[src/sv/sltok_pkg.sv]
`timescale 1ns / 1ps
// ----------------------------------------------------------------------------
// Shell line tokenizer package
// Shared types, character codes, error codes and register indexes.
// ----------------------------------------------------------------------------
package sltok_pkg;

    localparam int DEF_MAX_TOKEN_LENGTH = 1024;
    localparam int DEF_TOKEN_COUNT_MAX  = 256;

    localparam int CFG_DATA_W  = 11;
    localparam int CFG_COUNT_W = 9;

    localparam logic [7:0] CH_GT    = 8'h3E;
    localparam logic [7:0] CH_LT    = 8'h3C;
    localparam logic [7:0] CH_AMP   = 8'h26;
    localparam logic [7:0] CH_PIPE  = 8'h7C;
    localparam logic [7:0] CH_DQ    = 8'h22;
    localparam logic [7:0] CH_SQ    = 8'h27;
    localparam logic [7:0] CH_BSL   = 8'h5C;
    localparam logic [7:0] CH_SPACE = 8'h20;
    localparam logic [7:0] CH_TAB   = 8'h09;
    localparam logic [7:0] CH_CR    = 8'h0D;
    localparam logic [7:0] CH_NUL   = 8'h00;

    localparam logic [1:0] ERR_NONE     = 2'd0;
    localparam logic [1:0] ERR_DQUOTE   = 2'd1;
    localparam logic [1:0] ERR_SQUOTE   = 2'd2;
    localparam logic [1:0] ERR_TOO_MANY = 2'd3;

    localparam logic CFG_TOKEN_LENGTH_LIMIT = 1'b0;
    localparam logic CFG_TOKEN_COUNT_LIMIT  = 1'b1;

    typedef enum logic [2:0] {
        MODE_IDLE  = 3'd0,
        MODE_WORD  = 3'd1,
        MODE_OPER  = 3'd2,
        MODE_SQ    = 3'd3,
        MODE_DQ    = 3'd4,
        MODE_DQESC = 3'd5
    } mode_t;

    typedef struct packed {
        logic       close_before;
        logic       byte_valid;
        logic [7:0] data_byte;
        logic       close_after;
        logic [7:0] token_index;
        logic       line_done;
        logic [1:0] error_code;
    } result_t;

    function automatic logic is_space(input logic [7:0] b);
        return (b == CH_SPACE) || ((b >= CH_TAB) && (b <= CH_CR));
    endfunction

    function automatic logic is_oper(input logic [7:0] b);
        return (b == CH_GT) || (b == CH_LT) || (b == CH_AMP) || (b == CH_PIPE);
    endfunction

endpackage

[src/sv/sltok_cfg.sv]
`timescale 1ns / 1ps
// ----------------------------------------------------------------------------
// Shell line tokenizer configuration
// Holds the token length and token count limits, clamped to their legal ranges.
// ----------------------------------------------------------------------------
module sltok_cfg
    import sltok_pkg::*;
#(
    parameter int MAX_TOKEN_LENGTH = DEF_MAX_TOKEN_LENGTH,
    parameter int TOKEN_COUNT_MAX  = DEF_TOKEN_COUNT_MAX,
    localparam int LW = $clog2(MAX_TOKEN_LENGTH + 1),
    localparam int TW = $clog2(TOKEN_COUNT_MAX + 1)
)
(
    input  logic                  clk,
    input  logic                  rst_n,
    input  logic                  cfg_valid,
    input  logic                  cfg_index,
    input  logic [CFG_DATA_W-1:0] cfg_data,
    output logic [LW-1:0]         len_lim,
    output logic [TW-1:0]         cnt_lim
);

    localparam int LEN_RST = (1024 > MAX_TOKEN_LENGTH) ? MAX_TOKEN_LENGTH : 1024;
    localparam int CNT_RST = (256 > TOKEN_COUNT_MAX) ? TOKEN_COUNT_MAX : 256;
    localparam int LXW = (LW > CFG_DATA_W) ? LW : CFG_DATA_W;
    localparam int CXW = (TW > CFG_COUNT_W) ? TW : CFG_COUNT_W;

    logic [LW-1:0]  len_lim_reg;
    logic [LW-1:0]  len_lim_next;
    logic [TW-1:0]  cnt_lim_reg;
    logic [TW-1:0]  cnt_lim_next;
    logic [LXW-1:0] len_ext;
    logic [CXW-1:0] cnt_ext;

    assign len_ext = LXW'(cfg_data);
    assign cnt_ext = CXW'(cfg_data[CFG_COUNT_W-1:0]);

    always_comb
    begin
        len_lim_next = len_lim_reg;
        cnt_lim_next = cnt_lim_reg;
        if (cfg_valid && (cfg_index == CFG_TOKEN_LENGTH_LIMIT))
        begin
            if (len_ext > LXW'(MAX_TOKEN_LENGTH))
                len_lim_next = LW'(MAX_TOKEN_LENGTH);
            else if (len_ext < LXW'(2))
                len_lim_next = LW'(2);
            else
                len_lim_next = LW'(len_ext);
        end
        if (cfg_valid && (cfg_index == CFG_TOKEN_COUNT_LIMIT))
        begin
            if (cnt_ext > CXW'(TOKEN_COUNT_MAX))
                cnt_lim_next = TW'(TOKEN_COUNT_MAX);
            else if (cnt_ext < CXW'(1))
                cnt_lim_next = TW'(1);
            else
                cnt_lim_next = TW'(cnt_ext);
        end
    end

    always_ff @(posedge clk or negedge rst_n)
    begin
        if (!rst_n)
        begin
            len_lim_reg <= LW'(LEN_RST);
            cnt_lim_reg <= TW'(CNT_RST);
        end
        else
        begin
            len_lim_reg <= len_lim_next;
            cnt_lim_reg <= cnt_lim_next;
        end
    end

    assign len_lim = len_lim_reg;
    assign cnt_lim = cnt_lim_reg;

endmodule

[src/sv/sltok_scan.sv]
`timescale 1ns / 1ps
// ----------------------------------------------------------------------------
// Shell line tokenizer scanner
// Scan state registers and the per-byte decision logic that forms one result.
// ----------------------------------------------------------------------------
module sltok_scan
    import sltok_pkg::*;
#(
    parameter int MAX_TOKEN_LENGTH = DEF_MAX_TOKEN_LENGTH,
    parameter int TOKEN_COUNT_MAX  = DEF_TOKEN_COUNT_MAX,
    localparam int LW = $clog2(MAX_TOKEN_LENGTH + 1),
    localparam int TW = $clog2(TOKEN_COUNT_MAX + 1)
)
(
    input  logic          clk,
    input  logic          rst_n,
    input  logic          step,
    input  logic [7:0]    char_in,
    input  logic          end_of_line,
    input  logic [LW-1:0] len_lim,
    input  logic [TW-1:0] cnt_lim,
    output result_t       result
);

    mode_t         mode_reg;
    mode_t         mode_next;
    logic [7:0]    pop_reg;
    logic [7:0]    pop_next;
    logic [LW-1:0] len_reg;
    logic [LW-1:0] len_next;
    logic [TW-1:0] tc_reg;
    logic [TW-1:0] tc_next;
    logic [1:0]    err_reg;
    logic [1:0]    err_next;

    logic          eol;
    logic          sp;
    logic          op;
    logic          exc;
    logic          exc_inc;
    logic [TW-1:0] tc_inc;
    logic [LW-1:0] len_inc;
    logic          len_full;
    logic          len_q_full;
    mode_t         st_mode;
    logic [LW-1:0] st_len;
    logic          st_emit;
    logic [TW+7:0] idx_wide;

    assign eol        = end_of_line || (char_in == CH_NUL);
    assign sp         = is_space(char_in);
    assign op         = is_oper(char_in);
    assign exc        = tc_reg >= cnt_lim;
    assign tc_inc     = tc_reg + TW'(1);
    assign exc_inc    = tc_inc >= cnt_lim;
    assign len_inc    = len_reg + LW'(1);
    assign len_full   = ({1'b0, len_reg} + (LW+1)'(1)) >= {1'b0, len_lim};
    assign len_q_full = ({1'b0, len_reg} + (LW+1)'(2)) >= {1'b0, len_lim};

    // How a token opens on this byte.
    always_comb
    begin
        st_mode = MODE_WORD;
        st_len  = LW'(1);
        st_emit = 1'b1;
        if (sp)
        begin
            st_mode = MODE_IDLE;
            st_len  = '0;
            st_emit = 1'b0;
        end
        else if (char_in == CH_DQ)
        begin
            st_mode = MODE_DQ;
            st_len  = '0;
            st_emit = 1'b0;
        end
        else if (char_in == CH_SQ)
        begin
            st_mode = MODE_SQ;
            st_len  = '0;
            st_emit = 1'b0;
        end
        else if (op)
        begin
            st_mode = MODE_OPER;
            st_len  = '0;
        end
    end

    always_comb
    begin
        logic idx_hold;
        logic do_cts;
        logic do_start;
        logic start_exc;
        logic [1:0] q_code;
        logic do_quoted;
        logic do_qclose;

        mode_next = mode_reg;
        pop_next  = pop_reg;
        len_next  = len_reg;
        tc_next   = tc_reg;
        err_next  = err_reg;
        result    = '0;
        idx_hold  = 1'b0;
        do_cts    = 1'b0;
        do_start  = 1'b0;
        start_exc = exc;
        q_code    = ERR_DQUOTE;
        do_quoted = 1'b0;
        do_qclose = 1'b0;

        if (eol)
        begin
            if (err_reg == ERR_NONE)
            begin
                unique case (mode_reg)
                    MODE_WORD, MODE_OPER:
                    begin
                        if (exc)
                            err_next = ERR_TOO_MANY;
                        else
                        begin
                            result.close_before = 1'b1;
                            tc_next = tc_inc;
                        end
                    end
                    MODE_SQ:
                        err_next = ERR_SQUOTE;
                    MODE_DQ, MODE_DQESC:
                        err_next = ERR_DQUOTE;
                    default:
                    begin
                    end
                endcase
            end
            result.line_done = 1'b1;
        end
        else if (err_reg == ERR_NONE)
        begin
            unique case (mode_reg)
                MODE_WORD:
                begin
                    if (!sp && !op && !len_full)
                    begin
                        len_next = len_inc;
                        if (!exc)
                        begin
                            result.byte_valid = 1'b1;
                            result.data_byte  = char_in;
                        end
                    end
                    else
                        do_cts = 1'b1;
                end
                MODE_OPER:
                begin
                    if (char_in == pop_reg)
                    begin
                        idx_hold  = 1'b1;
                        do_qclose = 1'b1;
                    end
                    else
                        do_cts = 1'b1;
                end
                MODE_SQ:
                begin
                    q_code = ERR_SQUOTE;
                    if (char_in == CH_SQ)
                    begin
                        idx_hold  = 1'b1;
                        do_qclose = 1'b1;
                    end
                    else
                        do_quoted = 1'b1;
                end
                MODE_DQ:
                begin
                    if (char_in == CH_DQ)
                    begin
                        idx_hold  = 1'b1;
                        do_qclose = 1'b1;
                    end
                    else if (char_in == CH_BSL)
                        mode_next = MODE_DQESC;
                    else
                        do_quoted = 1'b1;
                end
                MODE_DQESC:
                begin
                    mode_next = MODE_DQ;
                    do_quoted = 1'b1;
                end
                default:
                begin
                    mode_next = MODE_IDLE;
                    do_start  = 1'b1;
                end
            endcase

            if (do_qclose)
            begin
                if (exc)
                begin
                    err_next  = ERR_TOO_MANY;
                    mode_next = MODE_IDLE;
                end
                else
                begin
                    if (mode_reg == MODE_OPER)
                    begin
                        result.byte_valid = 1'b1;
                        result.data_byte  = char_in;
                    end
                    result.close_after = 1'b1;
                    tc_next   = tc_inc;
                    mode_next = MODE_IDLE;
                    len_next  = '0;
                    pop_next  = '0;
                end
            end

            if (do_quoted)
            begin
                if (len_q_full)
                begin
                    err_next  = q_code;
                    mode_next = MODE_IDLE;
                end
                else
                begin
                    len_next = len_inc;
                    if (!exc)
                    begin
                        result.byte_valid = 1'b1;
                        result.data_byte  = char_in;
                    end
                end
            end

            if (do_cts)
            begin
                if (exc)
                begin
                    err_next  = ERR_TOO_MANY;
                    mode_next = MODE_IDLE;
                end
                else
                begin
                    result.close_before = 1'b1;
                    tc_next   = tc_inc;
                    mode_next = MODE_IDLE;
                    len_next  = '0;
                    pop_next  = '0;
                    do_start  = 1'b1;
                    start_exc = exc_inc;
                end
            end

            if (do_start)
            begin
                mode_next = st_mode;
                len_next  = st_len;
                if (st_mode == MODE_OPER)
                    pop_next = char_in;
                if (st_emit && !start_exc)
                begin
                    result.byte_valid = 1'b1;
                    result.data_byte  = char_in;
                end
            end
        end

        idx_wide = (TW+8)'(idx_hold ? tc_reg : tc_next);
        result.token_index = idx_wide[7:0];
        result.error_code  = err_next;
        if (err_next != ERR_NONE)
        begin
            result.close_before = 1'b0;
            result.byte_valid   = 1'b0;
            result.data_byte    = '0;
            result.close_after  = 1'b0;
        end

        if (eol)
        begin
            mode_next = MODE_IDLE;
            pop_next  = '0;
            len_next  = '0;
            tc_next   = '0;
            err_next  = ERR_NONE;
        end
    end

    always_ff @(posedge clk or negedge rst_n)
    begin
        if (!rst_n)
        begin
            mode_reg <= MODE_IDLE;
            pop_reg  <= '0;
            len_reg  <= '0;
            tc_reg   <= '0;
            err_reg  <= ERR_NONE;
        end
        else if (step)
        begin
            mode_reg <= mode_next;
            pop_reg  <= pop_next;
            len_reg  <= len_next;
            tc_reg   <= tc_next;
            err_reg  <= err_next;
        end
    end

endmodule

[src/sv/shell_line_tokenizer.sv]
`timescale 1ns / 1ps
// ----------------------------------------------------------------------------
// Shell line tokenizer
// Splits a command line, one byte per item, into words, operators and quoted
// tokens, and streams each token's bytes out with open and close marks.
//
// The slave stream takes one byte per item in s_axis_tdata; s_axis_tlast, or
// a zero byte, ends the line. Every input item gives exactly one result item
// on the master stream, which carries the close marks, the appended byte, the
// token index and the line's error code in m_axis_tdata, and the end of the
// line in m_axis_tlast. Limits are written through the cfg port, index 0 for
// the token length limit and index 1 for the token count limit; cfg_ready is
// always high.
// An item passes an input register and then the scan logic into the result
// register, so its result is registered once the result register is free.
// One item is taken in every cycle while the receiver does not stall.
// Reset empties both registers, clears the scan state and loads the limits
// with 1024 and 256. While the receiver stalls, the result register holds,
// one more item waits in the input register, and s_axis_tready then drops.
// ----------------------------------------------------------------------------
module shell_line_tokenizer
    import sltok_pkg::*;
#(
    parameter int MAX_TOKEN_LENGTH = DEF_MAX_TOKEN_LENGTH,
    parameter int TOKEN_COUNT_MAX  = DEF_TOKEN_COUNT_MAX
)
(
    input  logic                  clk,
    input  logic                  rst_n,
    input  logic                  s_axis_tvalid,
    output logic                  s_axis_tready,
    input  logic [7:0]            s_axis_tdata,  // char_in
    input  logic                  s_axis_tlast,
    output logic                  m_axis_tvalid,
    input  logic                  m_axis_tready,
    // close_before, byte_valid, data_byte, close_after, token_index,
    // error_code, zero fill
    output logic [23:0]           m_axis_tdata,
    output logic                  m_axis_tlast,
    input  logic                  cfg_valid,
    output logic                  cfg_ready,
    input  logic                  cfg_index,
    input  logic [CFG_DATA_W-1:0] cfg_data
);

    localparam int LW = $clog2(MAX_TOKEN_LENGTH + 1);
    localparam int TW = $clog2(TOKEN_COUNT_MAX + 1);

    logic          in_valid_reg;
    logic          in_valid_next;
    logic [7:0]    in_char_reg;
    logic          in_last_reg;
    logic          out_valid_reg;
    logic          out_valid_next;
    result_t       out_data_reg;
    result_t       res;
    logic          adv;
    logic          take;
    logic [LW-1:0] len_lim;
    logic [TW-1:0] cnt_lim;

    assign cfg_ready     = 1'b1;
    assign adv           = in_valid_reg && (!out_valid_reg || m_axis_tready);
    assign s_axis_tready = !in_valid_reg || adv;
    assign take          = s_axis_tvalid && s_axis_tready;

    sltok_cfg #(
        .MAX_TOKEN_LENGTH(MAX_TOKEN_LENGTH),
        .TOKEN_COUNT_MAX (TOKEN_COUNT_MAX)
    ) u_cfg (
        .clk      (clk),
        .rst_n    (rst_n),
        .cfg_valid(cfg_valid && cfg_ready),
        .cfg_index(cfg_index),
        .cfg_data (cfg_data),
        .len_lim  (len_lim),
        .cnt_lim  (cnt_lim)
    );

    sltok_scan #(
        .MAX_TOKEN_LENGTH(MAX_TOKEN_LENGTH),
        .TOKEN_COUNT_MAX (TOKEN_COUNT_MAX)
    ) u_scan (
        .clk        (clk),
        .rst_n      (rst_n),
        .step       (adv),
        .char_in    (in_char_reg),
        .end_of_line(in_last_reg),
        .len_lim    (len_lim),
        .cnt_lim    (cnt_lim),
        .result     (res)
    );

    always_comb
    begin
        in_valid_next = in_valid_reg;
        if (take)
            in_valid_next = 1'b1;
        else if (adv)
            in_valid_next = 1'b0;

        out_valid_next = out_valid_reg;
        if (adv)
            out_valid_next = 1'b1;
        else if (m_axis_tready)
            out_valid_next = 1'b0;
    end

    always_ff @(posedge clk or negedge rst_n)
    begin
        if (!rst_n)
        begin
            in_valid_reg  <= 1'b0;
            out_valid_reg <= 1'b0;
        end
        else
        begin
            in_valid_reg  <= in_valid_next;
            out_valid_reg <= out_valid_next;
        end
    end

    always_ff @(posedge clk)
    begin
        if (take)
        begin
            in_char_reg <= s_axis_tdata;
            in_last_reg <= s_axis_tlast;
        end
        if (adv)
            out_data_reg <= res;
    end

    assign m_axis_tvalid = out_valid_reg;
    assign m_axis_tlast  = out_data_reg.line_done;
    assign m_axis_tdata  = {3'b000,
                            out_data_reg.error_code,
                            out_data_reg.token_index,
                            out_data_reg.close_after,
                            out_data_reg.data_byte,
                            out_data_reg.byte_valid,
                            out_data_reg.close_before};

    a_error_no_marks: assert property (@(posedge clk) disable iff (!rst_n)
        out_valid_reg && (out_data_reg.error_code != ERR_NONE) |->
            !(out_data_reg.close_before || out_data_reg.byte_valid
              || out_data_reg.close_after))
        else $error("Error result carries token marks or a byte.");

    a_close_once: assert property (@(posedge clk) disable iff (!rst_n)
        out_valid_reg |-> !(out_data_reg.close_before && out_data_reg.close_after))
        else $error("Result closes a token both before and after its byte.");

    a_byte_nonzero: assert property (@(posedge clk) disable iff (!rst_n)
        out_valid_reg && out_data_reg.byte_valid |-> (out_data_reg.data_byte != CH_NUL))
        else $error("A zero byte was appended to a token.");

    a_ready_when_empty: assert property (@(posedge clk) disable iff (!rst_n)
        !out_valid_reg |-> s_axis_tready)
        else $error("Input stalled while the result register is empty.");

endmodule

[config.mk]
export PLATFORM = sky130hd
export DESIGN_NAME = shell_line_tokenizer
export DESIGN_NICKNAME = d
export VERILOG_FILES = /design/src/sv/sltok_pkg.sv /design/src/sv/sltok_cfg.sv /design/src/sv/sltok_scan.sv /design/src/sv/shell_line_tokenizer.sv
export SDC_FILE = /design/constraint.sdc
export NUM_CORES = 1
export LEC_CHECK = 0
export BUFFER_PORTS_ARGS = -buffer_cell sky130_fd_sc_hd__buf_4
export CAP_MARGIN = 15
export CELL_PAD_IN_SITES_DETAIL_PLACEMENT = 0
export CELL_PAD_IN_SITES_GLOBAL_PLACEMENT = 1
export CORE_UTILIZATION = 48
export CTS_BUF_LIST = sky130_fd_sc_hd__clkbuf_8
export DETAILED_ROUTE_END_ITERATION = 7
export PLACE_DENSITY = 0.94
export SETUP_SLACK_MARGIN = 0.15
export SLEW_MARGIN = 10
export SYNTH_ARGS = -nofsm -noshare
export SYNTH_HDL_FRONTEND = slang
export SYNTH_HIERARCHICAL = 1
export SYNTH_SLANG_ARGS = --single-unit
export TNS_END_PERCENT = 1
[constraint.sdc]
create_clock -name clk -period 4.4 [get_ports clk]
set_input_delay 0.44 -clock clk [delete_from_list [all_inputs] [get_ports clk]]
set_output_delay 0.44 -clock clk [all_outputs]
set_load 0.05 [all_outputs]
==> flow_summary.html <==
<table>
<tr><th>Metric</th><th>Value</th></tr>
<tr><th colspan="2">Yosys</th></tr>
<tr><td>Syn Area/Cell</td><td>9.67 µm²</td></tr>
<tr><td>Number of synthesized flops with an enable pin</td><td>31</td></tr>
<tr><td>Sequential element share of the synthesized area</td><td>0.408</td></tr>
<tr><td>Flops &amp; latches, synth</td><td>86</td></tr>
<tr><td>Main flop type after synthesis</td><td>sky130_fd_sc_hd__dfrtp_1</td></tr>
<tr><td>Top cell type by total area after synthesis</td><td>sky130_fd_sc_hd__dfrtp_1</td></tr>
<tr><td>Area share of the largest cell type after synthesis</td><td>0.235</td></tr>
<tr><td>Post-synthesis instance area</td><td>0.00565 mm²</td></tr>
<tr><td>Yosys warning count</td><td>6</td></tr>
<tr><td>Synthesized instance count</td><td>585</td></tr>
<tr><td>Cell variety after synth</td><td>79</td></tr>
<tr><td>Share of async-settable or async-resettable flops after synthesis</td><td>0.640</td></tr>
<tr><td>Leading cell types by total area after synthesis</td><td>sky130_fd_sc_hd__dfrtp_1 23%, sky130_fd_sc_hd__edfxtp_1 16%, sky130_fd_sc_hd__ha_1 9.5%, sky130_fd_sc_hd__nand2_1 3.8%, sky130_fd_sc_hd__xor2_1 3.1%</td></tr>
<tr><th colspan="2">Drt</th></tr>
<tr><td>Via density per instance</td><td>5.98</td></tr>
<tr><td>Detailed-route wire length</td><td>13.2 mm</td></tr>
<tr><td>Antenna-violating nets left</td><td>0</td></tr>
<tr><td>DR WL/cell</td><td>17.1 µm</td></tr>
<tr><td>Total vias in the final route</td><td>4625</td></tr>
<tr><td>Detailed-routing iteration count for the pre-antenna-repair pass</td><td>4</td></tr>
<tr><td>Residual DRC</td><td>0</td></tr>
<tr><td>Starting DRC count in detailed routing</td><td>227</td></tr>
<tr><th colspan="2">Setup path</th></tr>
<tr><td>Arrival time reported for the critical path endpoint</td><td>4.09 ns</td></tr>
<tr><td>Required time worst endpoint</td><td>4.49 ns</td></tr>
<tr><td>Type of element capturing the critical path</td><td>flip-flop</td></tr>
<tr><td>Crit path kind</td><td>flip-flop to flip-flop</td></tr>
<tr><td>Ordered list of cells on the worst path</td><td>ha_1 -&gt; nand3_1 -&gt; nor2_1 -&gt; nand3_1 -&gt; xnor2_1 -&gt; ha_1 -&gt; a21o_1 -&gt; a21oi_1 -&gt; o21ai_1 -&gt; nor4_2 -&gt; o21ai_0 -&gt; a211oi_2 -&gt; nor2_1</td></tr>
<tr><td>CP max FO</td><td>9</td></tr>
<tr><td>Reg-to-Reg Start</td><td>u_scan/len_reg[0]</td></tr>
<tr><td>Slowest cell on the critical path</td><td>sky130_fd_sc_hd__a211oi_2</td></tr>
<tr><td>Slowest Stage Delay on Critical Path</td><td>0.60 ns</td></tr>
<tr><td>Launching element type of the critical path</td><td>flip-flop</td></tr>
<tr><td>Startpoint of the worst setup timing path</td><td>u_scan/len_reg[0]</td></tr>
<tr><th colspan="2">Die</th></tr>
<tr><td>I/O pin cnt</td><td>54</td></tr>
<tr><td>Width of the die</td><td>111 µm</td></tr>
<tr><td>Core ar.</td><td>0.0115 mm²</td></tr>
<tr><td>Die area</td><td>0.0122 mm²</td></tr>
<tr><td>Rows</td><td>39</td></tr>
<tr><td>Die H</td><td>111 µm</td></tr>
<tr><td>Effective utilization at floorplan</td><td>0.493</td></tr>
<tr><th colspan="2">STA</th></tr>
<tr><td>Post-route fraction of the period consumed by the critical path</td><td>0.909</td></tr>
<tr><td>Count of final hold-check violations</td><td>0</td></tr>
<tr><td>Finish-stage setup viols</td><td>0</td></tr>
<tr><td>Minimum hold slack</td><td>0.125 ns</td></tr>
<tr><td>Number of pins exceeding their max-slew limit in the final report</td><td>0</td></tr>
<tr><td>Worst slew margin</td><td>0.457</td></tr>
<tr><td>Period minus WS final</td><td>4.00 ns</td></tr>
<tr><td>Max Clk Rate</td><td>250 MHz</td></tr>
<tr><td>Slew of the pin with the lowest slew margin</td><td>0.806 ns</td></tr>
<tr><td>Max Clock Skew</td><td>0.0163 ns</td></tr>
<tr><td>RSZ-0062 raised after global routing</td><td>true</td></tr>
<tr><td>Final setup TNS</td><td>0 ns</td></tr>
<tr><th colspan="2">Final layout</th></tr>
<tr><td>Commonest cells after routing, fill and taps aside</td><td>57 x sky130_fd_sc_hd__buf_4, 57 x sky130_fd_sc_hd__nand2_1, 53 x sky130_fd_sc_hd__dfrtp_1, 44 x sky130_fd_sc_hd__nor2_1, 43 x sky130_fd_sc_hd__ha_1</td></tr>
<tr><td>Final Net Count</td><td>694</td></tr>
<tr><td>Largest register FFs</td><td>21</td></tr>
<tr><td>Filler instances</td><td>1027</td></tr>
<tr><td>Layout Area Growth over Synthesis</td><td>11.8%</td></tr>
<tr><td>Non-filler cells, final</td><td>773</td></tr>
<tr><td>Diodes inserted</td><td>0</td></tr>
<tr><td>Fraction of final layout cells sized beyond drive strength 1</td><td>0.149</td></tr>
<tr><th colspan="2">Clock network</th></tr>
<tr><td>CTS tree</td><td>done</td></tr>
<tr><td>Num Clock Sinks</td><td>86</td></tr>
<tr><td>Clk buf depth</td><td>2</td></tr>
<tr><td>Setup Buffers After CTS</td><td>0</td></tr>
<tr><td>Clock insertion delay at the later pin of the skew report</td><td>0.37 ns</td></tr>
<tr><td>Cts bufs inserted</td><td>9</td></tr>
<tr><td>Depth of the CTS H-tree</td><td>3</td></tr>
<tr><td>Root buffer selected by CTS</td><td>sky130_fd_sc_hd__clkbuf_8</td></tr>
<tr><td>Clock-pin slew on the worst setup and hold paths</td><td>0.09 ns</td></tr>
<tr><td>Gates resized, CTS repair</td><td>0</td></tr>
<tr><td>Hold buffer count at cts</td><td>0</td></tr>
<tr><th colspan="2">Pwr</th></tr>
<tr><td>Highest ir drop seen on vdd</td><td>0.000229 V</td></tr>
<tr><td>Leakage power</td><td>2.85 nW</td></tr>
<tr><td>Cell Pwr Density</td><td>338 mW/mm²</td></tr>
<tr><th colspan="2">Outcome</th></tr>
<tr><td>Run status</td><td>completed</td></tr>
<tr><th colspan="2">GRT</th></tr>
<tr><td>Largest net degree at the start of global routing</td><td>56</td></tr>
<tr><td>Initial antenna violation count</td><td>0</td></tr>
<tr><td>Number of global-route vias before repair</td><td>4479</td></tr>
<tr><td>GRT Util Overall</td><td>0.227</td></tr>
<tr><td>First-pass GRT wire length</td><td>22.3 mm</td></tr>
<tr><td>Global route total overflow</td><td>0</td></tr>
<tr><th colspan="2">Placed design</th></tr>
<tr><td>Post-placement cell count</td><td>753</td></tr>
<tr><td>DP Wirelength</td><td>10.0 mm</td></tr>
<tr><td>Final weighted congestion in routability-driven placement</td><td>0.936</td></tr>
<tr><td>Port Buffers</td><td>49</td></tr>
<tr><th colspan="2">Flow run</th></tr>
<tr><td>Max_cap viols</td><td>0</td></tr>
<tr><th colspan="2">Min path</th></tr>
<tr><td>Path category of the worst min-delay check</td><td>primary input to async pin</td></tr>
</table>
cell usage after synthesis (all sizes together) (6+ instances only):
master / n
inv: 35
ha: 43
and3: 6
edfxtp: 31
nor4: 7
nand2b: 18
a22o: 18
a21oi: 21
a211oi: 8
nand2: 57
a31oi: 6
o21ai: 30
nand3: 18
nor2: 44
dfrtp: 53
xor2: 20
nor3: 16
xnor2: 19
nand4: 8
clkbuf: 16
a21o: 10
buf: 14
and2: 7
layout make-up:
type                       instances  area, µm²  area share
sequential                        86       2310       0.365
multi-input combinational        436       3080       0.486
inverter                          35        131      0.0208
timing repair buffer              57        428      0.0677
clock buffer                      11        151      0.0239
tap                              143        179      0.0283
clock inverter                     5       48.8     0.00772
routing by layer:
| metal | vias to the layer above | routed length [µm] | GRT usage |
|---|---|---|---|
| met2 | 142 | 6340 | 0.368 |
| li1 | 2204 | - | - |
| met5 | - | 0 | 0 |
| met3 | 31 | 724 | 0.0472 |
| met4 | 0 | 323 | 0.0978 |
| met1 | 2248 | 5820 | 0.294 |
final timing paths:
path                                     to  slack [ns]  cells after the start
min                        u_scan/tc_reg[3]        0.12                      1
max                         m_axis_tdata[7]        0.40                     13
max in group asynchronous  u_cfg/cnt_lim[2]        3.81                      1
min reg2reg                u_cfg/cnt_lim[8]        0.47                      2
min in group clk             in_char_reg[0]        0.25                      1
max reg2reg                 m_axis_tdata[7]        0.40                     13
where the power goes:
part           switching, W  leakage, nW  internal (W)
Sequential        0.0000652         1.04      0.000904
Clock              0.000277        0.110      0.000288
Combinational      0.000388         1.70      0.000215
worst max-delay path, delay by kind of cell, from the launching register on:
family | cells | cell delay (ns)
AO/OA/AOI/OAI | 5 | 1.26
XOR/XNOR | 1 | 0.16
adder cells (fa/ha/maj) | 2 | 0.46
flip-flops | 1 | 0.53
AND/OR/NAND/NOR | 5 | 1.31
metrics by stage:
stage	total power (W)	area (µm²)	setup slack [ns]	util
CTS	0.00215	6290	0.335	0.549
finish	0.00214	6320	0.401	0.551
global route	0.00225	6320	0.108	0.551
floorplan	0.00140	5660	0.823	-
detailed placement	0.00158	6090	0.367	0.531
global placement	0.00156	6090	0.425	0.531
cell families after synthesis:
family	Yosys count	share of synthesized area
simple gates	199	0.182
compound gates	147	0.196
flops	86	0.408
buf+inv	65	0.0489
fa+ha+maj	44	0.0969
xor+xnor	39	0.0604
mux	3	0.00597
other cells	2	0.00133
Power figures use the tool's default switching activity.
